`src/rtl/core/mvm_pkg.sv`:
```
// Shared types and constants for the matrix-vector multiply block.
// Used by every module under rtl/core; depends on nothing else.
`timescale 1ns / 1ps

package mvm_pkg;

    // store geometry
    localparam int MAX_DIM = 16;
    localparam int IDX_W   = (MAX_DIM > 1) ? $clog2(MAX_DIM) : 1;
    localparam int CNT_W   = $clog2(MAX_DIM + 1);
    localparam int ADDR_W  = 2 * IDX_W;

    // field widths fixed by the interface
    localparam int PORT_IDX_W = 4;
    localparam int DATA_W     = 32;
    localparam int DIM_W      = 5;
    localparam int CFG_IDX_W  = 1;

    // arithmetic widths: full product, exact sum over MAX_DIM terms
    localparam int FRAC_W = 16;
    localparam int PROD_W = 2 * DATA_W;
    localparam int ACC_W  = PROD_W + CNT_W + 1;

    // command codes
    typedef enum logic [1:0] {
        CMD_LOAD_MATRIX = 2'd0,
        CMD_LOAD_VECTOR = 2'd1,
        CMD_COMPUTE     = 2'd2
    } mvm_cmd_t;

    // configuration register indexes
    localparam logic [CFG_IDX_W-1:0] CFG_MATRIX_DIM = 1'b0;
    localparam logic [CFG_IDX_W-1:0] CFG_VECTOR_DIM = 1'b1;

    // sequencer states
    typedef enum logic [1:0] {
        ST_IDLE,
        ST_ISSUE,
        ST_WAIT
    } mvm_state_t;

    // marks that travel with each store read
    typedef struct packed {
        logic valid;
        logic first;
        logic last;
    } mvm_tag_t;

    // row result status from the mac unit
    typedef struct packed {
        logic              done;
        logic [DATA_W-1:0] value;
    } mvm_mac_stat_t;

endpackage

```
`src/rtl/core/mvm_mac.sv`:
```
// Shared multiply-accumulate unit: one product per cycle, exact sum,
// then floor shift by the fraction width and saturation. Depends on mvm_pkg.
`timescale 1ns / 1ps

module mvm_mac (
    input  logic                          clk,
    input  logic                          rst_n,
    input  mvm_pkg::mvm_tag_t             tag,
    input  logic [mvm_pkg::DATA_W-1:0]    mat_q,
    input  logic [mvm_pkg::DATA_W-1:0]    vec_q,
    input  logic                          take,
    output mvm_pkg::mvm_mac_stat_t        stat
);

    localparam int ACC_W  = mvm_pkg::ACC_W;
    localparam int DATA_W = mvm_pkg::DATA_W;

    mvm_pkg::mvm_tag_t                   tag_d1_reg;
    mvm_pkg::mvm_tag_t                   tag_d2_reg;
    logic signed [mvm_pkg::PROD_W-1:0]   prod_reg;
    logic signed [mvm_pkg::PROD_W-1:0]   prod_next;
    logic signed [ACC_W-1:0]             acc_reg;
    logic signed [ACC_W-1:0]             acc_next;
    logic                                done_reg;
    logic                                done_next;
    logic signed [DATA_W-1:0]            op_a;
    logic signed [DATA_W-1:0]            op_b;
    logic signed [ACC_W-1:0]             shifted;
    logic [ACC_W-DATA_W:0]               top_bits;
    logic [DATA_W-1:0]                   sat_value;

    // tag pipeline, aligned with read data and then with the product
    always_ff @(posedge clk or negedge rst_n)
    begin
        if (!rst_n)
        begin
            tag_d1_reg <= '0;
            tag_d2_reg <= '0;
            done_reg   <= 1'b0;
        end
        else
        begin
            tag_d1_reg <= tag;
            tag_d2_reg <= tag_d1_reg;
            done_reg   <= done_next;
        end
    end

    // full-width signed product
    assign op_a      = mat_q;
    assign op_b      = vec_q;
    assign prod_next = op_a * op_b;

    always_ff @(posedge clk)
    begin
        if (tag_d1_reg.valid)
        begin
            prod_reg <= prod_next;
        end
        if (tag_d2_reg.valid)
        begin
            acc_reg <= acc_next;
        end
    end

    // accumulate, restarting on the first term of a row
    always_comb
    begin
        if (tag_d2_reg.first)
        begin
            acc_next = ACC_W'(prod_reg);
        end
        else
        begin
            acc_next = acc_reg + ACC_W'(prod_reg);
        end
    end

    // row done flag, held until the sequencer takes the result
    always_comb
    begin
        done_next = done_reg;
        if (tag_d2_reg.valid && tag_d2_reg.last)
        begin
            done_next = 1'b1;
        end
        else if (take)
        begin
            done_next = 1'b0;
        end
    end

    // floor shift and saturation to the result width
    assign shifted  = acc_reg >>> mvm_pkg::FRAC_W;
    assign top_bits = shifted[ACC_W-1:DATA_W-1];

    always_comb
    begin
        if ((&top_bits) || !(|top_bits))
        begin
            sat_value = shifted[DATA_W-1:0];
        end
        else if (shifted[ACC_W-1])
        begin
            sat_value = {1'b1, {(DATA_W-1){1'b0}}};
        end
        else
        begin
            sat_value = {1'b0, {(DATA_W-1){1'b1}}};
        end
    end

    assign stat.done  = done_reg;
    assign stat.value = sat_value;

endmodule

```
`config.mk`:
```
export PLATFORM = sky130hd
export DESIGN_NAME = mvm_mac
export DESIGN_NICKNAME = d
export VERILOG_FILES = /design/src/rtl/core/mvm_pkg.sv /design/src/rtl/core/mvm_mac.sv
export SDC_FILE = /design/constraint.sdc
export NUM_CORES = 2
export LEC_CHECK = 0
export ABC_AREA = 1
export BUFFER_PORTS_ARGS = -buffer_cell sky130_fd_sc_hd__buf_2
export CELL_PAD_IN_SITES_DETAIL_PLACEMENT = 0
export CELL_PAD_IN_SITES_GLOBAL_PLACEMENT = 2
export CORE_MARGIN = 2
export CORE_UTILIZATION = 36
export CTS_CLUSTER_SIZE = 20
export DETAILED_ROUTE_END_ITERATION = 6
export PLACE_DENSITY = 0.81
export SKIP_LAST_GASP = 1
export SLEW_MARGIN = 20
export SYNTH_ARGS = -nofsm -noshare
export SYNTH_HDL_FRONTEND = slang
export SYNTH_SLANG_ARGS = --single-unit
```
`constraint.sdc`:
```
create_clock -name clk -period 2.11 [get_ports clk]
set_clock_uncertainty 0.1 [all_clocks]
set_input_delay 0.633 -clock clk [delete_from_list [all_inputs] [get_ports clk]]
set_output_delay 0.633 -clock clk [all_outputs]
set_load 0.01 [all_outputs]
```
==> impl_metrics.ini <==
[clocking]
numClockSinks = 141
clkLatencyLatePin_ns = 0.50
clk_pin_slew_ns = 0.07
root_buffer = clkbuf_16
htreeDepth = 4
cts_buffer_depth = 2
cts_tree = built
numCtsBuffers = 17

[drt]
routed_wl_mm = 181
post-route-drc-count = 0
drt_iter0_drc = 2650
vias_per_cell = 4.71
first_pass_iters = 5
num_vias = 44200
routedWlPerCell_microns = 19.3
ant_nets = 0

[yosys]
ys_seq_elements = 141
yosysSeqAreaShare_pct = 8.48
ys_types = 47
syn-cell-area_sq_um = 49500
ys_warn_count = 0
syn_nets = 7887
syn_inst = 6481
syn_avg_cell_area_sq_um = 7.64

[global_routing]
grt_pass1_wl_mm = 279
antenna_found_initial = 1
grt_max_degree = 76
track_usage_pct = 26.0
grt_pass1_vias = 47300
grt-ovfl-total = 0

[finish]
area_growth_pct = 42.4
layout-drive-gt1-share_pct = 34.4
largest_register_ffs = 70
fillers = 13000
fin_nets = 8975

[sta]
rsz0062_at_grt = yes
setup_violations = 155
slew_headroom_pct = 45.1
drv_slew = 0
period_needed_ns = 6.89
fin_ws_ns = -4.78
min_period_over_period_pct = 327
worst_pin_slew_ns = 0.824
clock.fmax_mhz = 145
hold_viol_final = 0
tns_ns = -321.84

[min_path]
hold_class = primary input to register
min_path_cells = 1
holdPathEnd = tag_d1_reg[0]
hp-start = tag[0]

[setup_path]
crit_arrival_ns = 7.06
rrSetupSlack_ns = -0.60
cp_max_fo = 10
slowest_delay_ns = 0.60
endpoint_kind = register
timing.critical_path.mode_cell = fa_1
slowest_stage = fa_2
rr_endpoint = acc_reg[67]
critPathTopFamily = adder cells
crit_required_ns = 2.27
worstSetupPathType = primary input to register
path_buf_inv = 12
r2r_cells = 15
startpoint_type = primary input
r2r-start = acc_reg[58]

[job]
drv_cap = 0

[die]
die_x_microns = 375
num_io_pins = 103
design.die.area_sq_um = 141000
die_h_microns = 375
std_cell_rows = 136
initial_core_util_pct = 36.2
core_area_sq_um = 137000

[status]
status = complete, but fails checks
violations = negative setup slack

[placement]
gp_congestion = 0.944
io_buffers = 102
dp_hpwl_mm = 153
[routing by layer]
layer	vias to the layer above	global-route usage, %	part of all wire (%)	wire, microns
met1	22400	36.1	45	81500
met5	-	0	0	0
met3	162	1.87	4.2	7570
li1	20700	-	-	-
met2	928	45.1	49	88500
met4	0	4.63	2.1	3850
[layout make-up]
cell class / instances / area (sq um) / share of cell area, %
clock inverter: 14 / 95.1 / 0.135
inverter: 1853 / 6990 / 9.91
antenna: 1 / 2.50 / 0.00355
multi-input combinational: 4272 / 44300 / 62.8
sequential: 141 / 4200 / 5.96
clock buffer: 18 / 429 / 0.608
timing repair buffer: 1284 / 12300 / 17.4
tap: 1794 / 2240 / 3.18
[kinds of logic (layout without fill, tap and decap cells)]
| family | Yosys count | count (layout) | synth area share (%) |
|---|---|---|---|
| adders and majority gates | 1336 | 1336 | 50.2 |
| xor gates and xnor gates | 66 | 66 | 1.17 |
| AOI/OAI and AO/OA | 317 | 317 | 3.59 |
| and+or+nand+nor | 2553 | 2553 | 20.9 |
| other | 0 | 1 | 0 |
| buffers and inverters | 2068 | 3169 | 15.7 |
| DFF | 141 | 141 | 8.48 |
[placed cells by master (no fill, tap or decap), types with 24 or more instances in the layout]
cell type and instances:
inv_1 1679, nand2_1 1603, fa_1 984, buf_4 890
buf_6 195, nand2_2 189, inv_2 161, nand2_4 138
edfxtp_1 134, ha_4 131, nor2_4 121, ha_1 120
buf_12 118, nor2_1 113, nand3_1 99, fa_2 99
nor2_2 86, a21oi_2 84, nand3_2 46, a21oi_1 43
a21oi_4 40, buf_2 36, nand4_1 35, xor2_1 32
o21ai_2 27, o21ai_1 25, buf_8 25, o21ai_0 24
[Yosys cell counts, drive strengths merged]
cell | n | share of area, %
nand3 | 166 | 1.8
ha | 253 | 6.4
nor3 | 19 | 0.23
edfxtp | 134 | 8.1
fa | 1083 | 44
a21boi | 7 | 0.11
a21o | 7 | 0.11
o311ai | 1 | 0.033
or2 | 31 | 0.39
nor4 | 14 | 0.24
o21bai | 33 | 0.52
xnor2 | 24 | 0.42
xor2 | 42 | 0.74
and3 | 4 | 0.051
nand2 | 1944 | 15
o211ai | 3 | 0.056
nor4b | 1 | 0.030
inv | 1852 | 14
clkinv | 1 | 0.0076
clkbuf | 205 | 1.6
dfrtp | 7 | 0.35
and2 | 1 | 0.013
nand4 | 36 | 0.47
o21ai | 93 | 0.95
nor2 | 320 | 2.6
buf | 10 | 0.12
nand3b | 17 | 0.26
o21a | 2 | 0.030
a21oi | 167 | 1.7
a31oi | 4 | 0.051
[timing repair]
item | 4_1_cts | 5_1_grt
hold endpoints to repair | 7 | 0
cloned | 12 | 6
resized for setup | 1245 | 413
pin swaps | 520 | 381
hold buffers | 1 | 0
endpoints found under the setup margin | 156 | 159
buffers inserted | 166 | 76
[worst register-to-register path: stages, from the launching register on]
cell and delay, ns:
edfxtp_1 0.42, buf_4 0.15, buf_4 0.14, ha_4 0.27, nand2_1 0.07, nand2_1 0.14, nor2_1 0.17, buf_4 0.15
nand2_1 0.09, buf_4 0.14, nand2_1 0.04, nand2_1 0.05, a21oi_1 0.19, nand4_1 0.12, nand3_1 0.14, nand2_1 0.07
[through the flow]
stage          instances  util (%)  area (sq um)  setup WS (ns)  hold WS, ns
5_1_grt             9376      51.5         70500          -4.98        0.119
2_1_floorplan       6481         -         52300          -5.12        0.231
6_report            9377      51.5         70500          -4.78        0.136
3_3_place_gp        9114      44.9         61400          -5.87        0.233
4_1_cts             9307      50.0         68500          -4.79        0.101
3_5_place_dp        9114      44.9         61400          -5.89        0.235
[worst max-delay path by stage]
| stage | startpoint | cells after the start | slack, ns | end |
|---|---|---|---|---|
| after floorplan | mat_q[31] | 25 | -5.12 | prod_reg[62] |
| after global placement | vec_q[9] | 22 | -5.87 | prod_reg[48] |
| after detailed placement | vec_q[9] | 22 | -5.89 | prod_reg[48] |
| after CTS | mat_q[31] | 29 | -4.79 | prod_reg[60] |
| after global routing | mat_q[31] | 28 | -4.98 | prod_reg[63] |
| final | mat_q[31] | 30 | -4.78 | prod_reg[56] |
Power is left out: the tool's default activity adds up to more than one toggle a clock period on the data nets, which glitch-free logic cannot reach.
