<file path="config.mk">
export PLATFORM = sky130hd
export DESIGN_NAME = mvm_seq
export DESIGN_NICKNAME = d
export VERILOG_FILES = /design/src/rtl/core/mvm_pkg.sv /design/src/rtl/core/mvm_seq.sv
export SDC_FILE = /design/constraint.sdc
export NUM_CORES = 1
export LEC_CHECK = 0
export BUFFER_PORTS_ARGS = -buffer_cell sky130_fd_sc_hd__clkbuf_2
export CAP_MARGIN = 20
export CORE_ASPECT_RATIO = 0.6
export CORE_MARGIN = 10
export CORE_UTILIZATION = 50
export DETAILED_ROUTE_END_ITERATION = 10
export PLACE_DENSITY = 0.9
export SLEW_MARGIN = 15
export SYNTH_ARGS = -nofsm -noshare
export SYNTH_HDL_FRONTEND = slang
export SYNTH_SLANG_ARGS = --single-unit
</file>
<file path="constraint.sdc">
create_clock -name clk -period 5.5 [get_ports clk]
set_input_delay 0.55 -clock clk [delete_from_list [all_inputs] [get_ports clk]]
set_output_delay 0.55 -clock clk [all_outputs]
set_load 0.005 [all_outputs]
</file>
<file path="src/rtl/core/mvm_pkg.sv">
// Shared types and constants for the matrix-vector multiply block.
// Used by every module under rtl/core; depends on nothing else.
`timescale 1ns / 1ps

package mvm_pkg;

    // store geometry
    localparam int MAX_DIM = 16;
    localparam int IDX_W   = (MAX_DIM > 1) ? $clog2(MAX_DIM) : 1;
    localparam int CNT_W   = $clog2(MAX_DIM + 1);
    localparam int ADDR_W  = 2 * IDX_W;

    // field widths fixed by the interface
    localparam int PORT_IDX_W = 4;
    localparam int DATA_W     = 32;
    localparam int DIM_W      = 5;
    localparam int CFG_IDX_W  = 1;

    // arithmetic widths: full product, exact sum over MAX_DIM terms
    localparam int FRAC_W = 16;
    localparam int PROD_W = 2 * DATA_W;
    localparam int ACC_W  = PROD_W + CNT_W + 1;

    // command codes
    typedef enum logic [1:0] {
        CMD_LOAD_MATRIX = 2'd0,
        CMD_LOAD_VECTOR = 2'd1,
        CMD_COMPUTE     = 2'd2
    } mvm_cmd_t;

    // configuration register indexes
    localparam logic [CFG_IDX_W-1:0] CFG_MATRIX_DIM = 1'b0;
    localparam logic [CFG_IDX_W-1:0] CFG_VECTOR_DIM = 1'b1;

    // sequencer states
    typedef enum logic [1:0] {
        ST_IDLE,
        ST_ISSUE,
        ST_WAIT
    } mvm_state_t;

    // marks that travel with each store read
    typedef struct packed {
        logic valid;
        logic first;
        logic last;
    } mvm_tag_t;

    // row result status from the mac unit
    typedef struct packed {
        logic              done;
        logic [DATA_W-1:0] value;
    } mvm_mac_stat_t;

endpackage

</file>
<file path="src/rtl/core/mvm_seq.sv">
// Sequencer: walks rows and columns of a compute run, feeds the store and
// mac unit, and holds the output register. Depends on mvm_pkg.
`timescale 1ns / 1ps

module mvm_seq (
    input  logic                              clk,
    input  logic                              rst_n,
    input  logic                              start,
    input  logic [mvm_pkg::CNT_W-1:0]         n_active,
    output logic                              busy,
    output logic                              rd_en,
    output logic [mvm_pkg::IDX_W-1:0]         rd_row,
    output logic [mvm_pkg::IDX_W-1:0]         rd_col,
    output mvm_pkg::mvm_tag_t                 tag,
    input  mvm_pkg::mvm_mac_stat_t            stat,
    output logic                              take,
    output logic                              out_valid,
    input  logic                              out_stall,
    output logic [mvm_pkg::PORT_IDX_W-1:0]    out_row,
    output logic [mvm_pkg::DATA_W-1:0]        out_value,
    output logic                              out_last
);

    localparam int CNT_W = mvm_pkg::CNT_W;

    mvm_pkg::mvm_state_t          state_reg;
    mvm_pkg::mvm_state_t          state_next;
    logic [CNT_W-1:0]             row_reg;
    logic [CNT_W-1:0]             row_next;
    logic [CNT_W-1:0]             k_reg;
    logic [CNT_W-1:0]             k_next;
    logic [CNT_W-1:0]             n_reg;
    logic [CNT_W-1:0]             n_next;
    logic                         out_valid_reg;
    logic                         out_valid_next;
    logic [mvm_pkg::PORT_IDX_W-1:0] out_row_reg;
    logic [mvm_pkg::DATA_W-1:0]   out_value_reg;
    logic                         out_last_reg;
    logic                         load_out;
    logic                         row_is_last;
    logic                         k_is_last;

    // control registers
    always_ff @(posedge clk or negedge rst_n)
    begin
        if (!rst_n)
        begin
            state_reg     <= mvm_pkg::ST_IDLE;
            row_reg       <= '0;
            k_reg         <= '0;
            n_reg         <= '0;
            out_valid_reg <= 1'b0;
        end
        else
        begin
            state_reg     <= state_next;
            row_reg       <= row_next;
            k_reg         <= k_next;
            n_reg         <= n_next;
            out_valid_reg <= out_valid_next;
        end
    end

    // output payload register
    always_ff @(posedge clk)
    begin
        if (load_out)
        begin
            out_row_reg   <= mvm_pkg::PORT_IDX_W'(row_reg);
            out_value_reg <= stat.value;
            out_last_reg  <= row_is_last;
        end
    end

    assign row_is_last = (row_reg == n_reg - CNT_W'(1));
    assign k_is_last   = (k_reg == n_reg - CNT_W'(1));

    // next state and outputs
    always_comb
    begin
        state_next = state_reg;
        row_next   = row_reg;
        k_next     = k_reg;
        n_next     = n_reg;
        rd_en      = 1'b0;
        tag        = '0;
        take       = 1'b0;
        load_out   = 1'b0;
        busy       = 1'b1;

        unique case (state_reg)
            mvm_pkg::ST_IDLE:
            begin
                busy = 1'b0;
                if (start && (n_active != '0))
                begin
                    n_next     = n_active;
                    row_next   = '0;
                    k_next     = '0;
                    state_next = mvm_pkg::ST_ISSUE;
                end
            end
            mvm_pkg::ST_ISSUE:
            begin
                rd_en     = 1'b1;
                tag.valid = 1'b1;
                tag.first = (k_reg == '0);
                tag.last  = k_is_last;
                if (k_is_last)
                begin
                    k_next     = '0;
                    state_next = mvm_pkg::ST_WAIT;
                end
                else
                begin
                    k_next = k_reg + CNT_W'(1);
                end
            end
            mvm_pkg::ST_WAIT:
            begin
                if (stat.done && (!out_valid_reg || !out_stall))
                begin
                    take     = 1'b1;
                    load_out = 1'b1;
                    if (row_is_last)
                    begin
                        state_next = mvm_pkg::ST_IDLE;
                    end
                    else
                    begin
                        row_next   = row_reg + CNT_W'(1);
                        state_next = mvm_pkg::ST_ISSUE;
                    end
                end
            end
            default:
            begin
                state_next = mvm_pkg::ST_IDLE;
            end
        endcase
    end

    // output valid: set on load, cleared on transfer
    always_comb
    begin
        out_valid_next = out_valid_reg;
        if (load_out)
        begin
            out_valid_next = 1'b1;
        end
        else if (out_valid_reg && !out_stall)
        begin
            out_valid_next = 1'b0;
        end
    end

    assign rd_row    = row_reg[mvm_pkg::IDX_W-1:0];
    assign rd_col    = k_reg[mvm_pkg::IDX_W-1:0];
    assign out_valid = out_valid_reg;
    assign out_row   = out_row_reg;
    assign out_value = out_value_reg;
    assign out_last  = out_last_reg;

endmodule

</file>
==> impl_metrics.py, run 1 <==
metrics = {
    "logic_synthesis": {
        "synth_top_area_share": 0.4637,
        "ys_seq_elements": 55,
        "synth_cells": 168,
        "synth-async-reset-ratio": 0.3273,
        "synthMuxAreaShare": 0.02350,
        "yosys-top-cells-count": "edfxtp_1 (37), dfrtp_1 (18), nand2_1 (12), inv_1 (10), buf_4 (9)",
        "synthTopCellsByArea": "edfxtp_1 (46%), dfrtp_1 (19%), buf_4 (2.8%), mux2_2 (2.3%), xnor2_1 (2.2%)",
        "synth_edf_count": 37,
        "synthAdderAreaFrac": 0.02089,
        "synthFlopType": "edfxtp_1",
        "synthMostInstantiatedCell": "edfxtp_1",
        "synth_compound_area_frac": 0.06319,
        "synth_seq_area_share": 0.6517,
        "post_synth_instance_area_mm2": 0.002396,
        "synth.avg_cell_area_um2": 14.26,
        "yosysWarnings": 0,
        "synth_top_area_cell": "edfxtp_1",
        "synthXorXnorAreaFrac": 0.06580,
        "synth_nets": 214,
        "synth.distinct_cells": 46,
        "synth_top_family_by_area": "simple AND/OR/NAND/NOR gates",
        "synth-simple-area-share": 0.1201,
    },
    "clock_network": {
        "numCtsBuffers": 5,
        "post_cts_buffers": 0,
        "clock_sinks": 55,
        "ctsResizeCount": 0,
        "ctsHoldBuffers": 0,
        "cts_root_buf": "clkbuf_8",
        "cts_buffer_depth": 2,
        "h-tree-depth": 2,
    },
    "placement": {
        "dp_hpwl_um": 4570,
        "gp_congestion": 0.8542,
        "placed_area_mm2": 0.002855,
        "numPortBuffers": 93,
    },
    "global_routing": {
        "grt_usage": 0.1462,
        "grt_antenna_before_repair": 0,
        "overflow": 0,
        "grt_max_degree": 41,
        "grt_pass1_vias": 1798,
        "grt_pass1_wl_um": 8956,
    },
    "floorplanning": {
        "die_h_um": 73.62,
        "io_pins": 94,
        "die_x_um": 109.4,
        "initial_core_util": 0.5195,
        "rows": 19,
    },
    "run_status": {
        "haltStage": "detailed routing",
        "error_line": "Error: net85 2 pin not visited #guides = 43",
        "status": "aborted with a tool error",
    },
}
[cell families after synthesis]
logic type	count (synthesis)
XOR/XNOR	14
multiplexers	5
flip-flops	55
adder cells (fa/ha/maj)	4
AND/OR/NAND/NOR	49
AO/OA/AOI/OAI	18
buffers and inverters	23
[stage by stage]
stage	hold WS [ns]	util	setup slack [ns]	cells
2_1_floorplan	0.2544	-	2.863	168
3_3_place_gp	0.4969	0.6191	2.980	312
5_1_grt	0.1989	0.6389	2.614	320
3_5_place_dp	0.5129	0.6191	2.852	312
4_1_cts	0.1814	0.6389	2.773	320
[per-layer routing]
metal,global-route usage
met1,0.1576
met2,0.2563
met3,0.05502
met4,0.05747
met5,0
==> run 2, diff against run 1 <==
- CORE_ASPECT_RATIO: 0.6 -> default
- CORE_UTILIZATION: 50 -> 35
- PLACE_DENSITY: 0.9 -> default
- PLACE_DENSITY_LB_ADDON: default -> 0.15
==> run 2 against run 1 <==
The run now ends clean. Area after synthesis stayed put. Global-route usage decreased by 4.3 points. Synthesized cell count stayed put.
==> impl_metrics.py, run 2 <==
metrics = {
    "pwr": {
        "power.net_switching_uw": 428.2,
        "clkPwrFrac": 0.208,
        "seq_power_share": 0.465,
        "power_mw": 1.298,
        "switching_share": 0.3297,
        "p_per_area_mw_per_mm2": 434.6,
        "p_int_uw": 870.3,
        "vdd_drop_max_mv": 0.2355,
        "combPwrFrac": 0.327,
        "leakagePower_nw": 1.323,
    },
    "setup_path": {
        "reg2reg_from": "state_reg[1]",
        "rrSetupSlack_ns": 2.87,
        "critPathBufInv": 2,
        "path_max_fanout": 5,
        "critPathTopFamily": "simple AND/OR/NAND/NOR gates",
        "ff2ff_path_depth": 5,
        "critPathRequiredTime_ns": 4.95,
        "crit_slowest_cell": "dfrtp_1",
        "end_kind": "output port",
        "worst_setup_path_start_kind": "register",
        "crit_chain": "inv_1 > ha_1 > nor3b_2 > nor2b_1 > a32oi_1 > or2_2 > nor2_1 > clkbuf_2",
        "rr_endpoint": "row_reg[3]",
        "worstSetupPathType": "reg2out",
        "arrival_ns": 2.16,
        "cpPeakStageDelay_ns": 0.45,
    },
    "placement": {
        "numPortBuffers": 93,
        "dp_hpwl_um": 4326,
        "placed_cells": 329,
        "gp_congestion": 0.7562,
    },
    "logic_synthesis": {
        "yosys-top-cells-count": "edfxtp_1 (37), dfrtp_1 (18), nand2_1 (12), inv_1 (10), buf_4 (9)",
        "synth_top_family_by_area": "simple AND/OR/NAND/NOR gates",
        "synthAdderAreaFrac": 0.02089,
        "post_synth_instance_area_mm2": 0.002396,
        "synth_edf_count": 37,
        "yosysWarnings": 0,
        "synth_seq_area_share": 0.6517,
        "synthMostInstantiatedCell": "edfxtp_1",
        "synth_compound_area_frac": 0.06319,
        "ys_seq_elements": 55,
        "synth-simple-area-share": 0.1201,
        "synth_nets": 214,
        "synth.distinct_cells": 46,
        "synthMuxAreaShare": 0.02350,
        "synth-async-reset-ratio": 0.3273,
        "synth_top_area_cell": "edfxtp_1",
        "synth.avg_cell_area_um2": 14.26,
        "synthXorXnorAreaFrac": 0.06580,
        "synth_top_area_share": 0.4637,
        "synthTopCellsByArea": "edfxtp_1 (46%), dfrtp_1 (19%), buf_4 (2.8%), mux2_2 (2.3%), xnor2_1 (2.2%)",
        "synth_cells": 168,
        "synthFlopType": "edfxtp_1",
    },
    "sta": {
        "clock_skew_ns": 0.002776,
        "layout_min_cycle_time_ns": 2.712,
        "period_share": 0.4931,
        "slew_violations": 0,
        "hold_violations": 0,
        "fmax_mhz": 368.7,
        "fin_tns_setup_ns": 0,
        "worst_slew_pin_slew_ns": 0.8798,
        "rsz0062_at_grt": "false",
        "slew_headroom": 0.4135,
        "setup_viol": 0,
    },
    "final_layout": {
        "largest_register_ffs": 32,
        "final_cells": 337,
        "final_cell_mix": "clkbuf_2 (93), edfxtp_1 (37), dfrtp_1 (18)",
        "final.fill_count": 623,
        "final_common_cell": "clkbuf_2",
        "nets": 302,
        "drive_gt1_frac": 0.4553,
        "synthToLayoutAreaGrowth_pct": 24.70,
        "diodes": 0,
    },
    "clock_network": {
        "clk_latency_ns": 0.30,
        "ctsHoldBuffers": 0,
        "ctsResizeCount": 0,
        "cts_tree": "done",
        "cts_root_buf": "clkbuf_8",
        "h-tree-depth": 2,
        "cts_buffer_depth": 2,
        "clk_pin_slew_ns": 0.10,
        "post_cts_buffers": 0,
        "clock_sinks": 55,
        "numCtsBuffers": 5,
    },
    "drt": {
        "first_iter_violations": 74,
        "detail_route.wl_per_cell_um": 16.70,
        "viasPerCell": 4.674,
        "drtAntennaViolNets": 0,
        "drc": 0,
        "wirelength_um": 5629,
        "vias": 1575,
        "drt-pass1-iter-count": 4,
    },
    "floorplanning": {
        "design.core.area_mm2": 0.006719,
        "initial_core_util": 0.3566,
        "rows": 30,
        "die_x_um": 102.7,
        "io_pins": 94,
        "die_h_um": 102.7,
        "die_area_mm2": 0.01056,
    },
    "hold_path": {
        "hold_path.class": "in2async",
    },
    "job": {
        "drv_cap": 0,
    },
    "global_routing": {
        "overflow": 0,
        "grt_antenna_before_repair": 0,
        "grt_max_degree": 41,
        "grt_pass1_wl_um": 8424,
        "grt_usage": 0.1036,
        "grt_pass1_vias": 1626,
    },
    "run_status": {
        "status": "finished clean",
    },
}
-- run 2: cell families after synthesis --
logic type                 Yosys count
DFF                                 55
AOI/OAI and AO/OA                   18
adders and majority gates            4
and+or+nand+nor                     49
buffers and inverters               23
muxes                                5
xor gates and xnor gates            14
-- run 2: final cells by class --
| type | count | area, um2 | area share |
|---|---|---|---|
| clock inverters | 2 | 38.79 | 0.01298 |
| inverters | 10 | 37.54 | 0.01256 |
| well taps | 80 | 100.1 | 0.03350 |
| repair buffers | 94 | 473.0 | 0.1583 |
| clock buffers | 6 | 72.57 | 0.02429 |
| flip-flops and latches | 55 | 1562 | 0.5226 |
| multi-input cells | 90 | 704.4 | 0.2358 |
-- run 2: how the worst max path moves through the flow --
stage               cells after the start         end    startpoint  slack, ns
finish                                  8      tag[0]      n_reg[0]       2.79
global route                            3        take  state_reg[1]       2.56
CTS                                     8      tag[0]      n_reg[0]       2.75
detailed placement                      5  row_reg[3]  state_reg[1]       2.84
global placement                        5  row_reg[3]  state_reg[1]       2.91
floorplan                               6  row_reg[0]     out_stall       2.86
-- run 2: power groups by stage --
stage               logic [mW]  registers (mW)  clock network [mW]
floorplan                0.351           0.579                   0
finish                   0.425           0.603               0.270
global placement         0.425           0.614                   0
global route             0.478           0.616               0.295
CTS                      0.431           0.605               0.281
detailed placement       0.427           0.615                   0
-- run 2: through the flow --
stage	hold WS [ns]	cell area (um2)	setup slack [ns]	util
6_report	0.1841	2988	2.788	0.4447
3_5_place_dp	0.5053	2877	2.839	0.4281
3_3_place_gp	0.5107	2877	2.910	0.4281
2_1_floorplan	0.2544	2396	2.863	-
4_1_cts	0.1957	2988	2.752	0.4447
5_1_grt	0.2043	2988	2.555	0.4447
-- run 2: worst reg2reg max path: cells and delay by family, from the launching register on --
family | cells | cell delay [ns]
flip-flops | 1 | 0.60
AND/OR/NAND/NOR | 5 | 1.98
-- run 2: routing by layer --
| layer | share of wire | wire length [um] | global-route usage | up-vias |
|---|---|---|---|---|
| li1 | - | - | - | 777 |
| met1 | 0.44 | 2470 | 0.1284 | 729 |
| met2 | 0.46 | 2580 | 0.1658 | 64 |
| met3 | 0.093 | 526 | 0.03619 | 5 |
| met4 | 0.0091 | 51 | 0.03209 | 0 |
| met5 | 0 | 0 | 0 | - |
(Power assumes the default switching activity.)
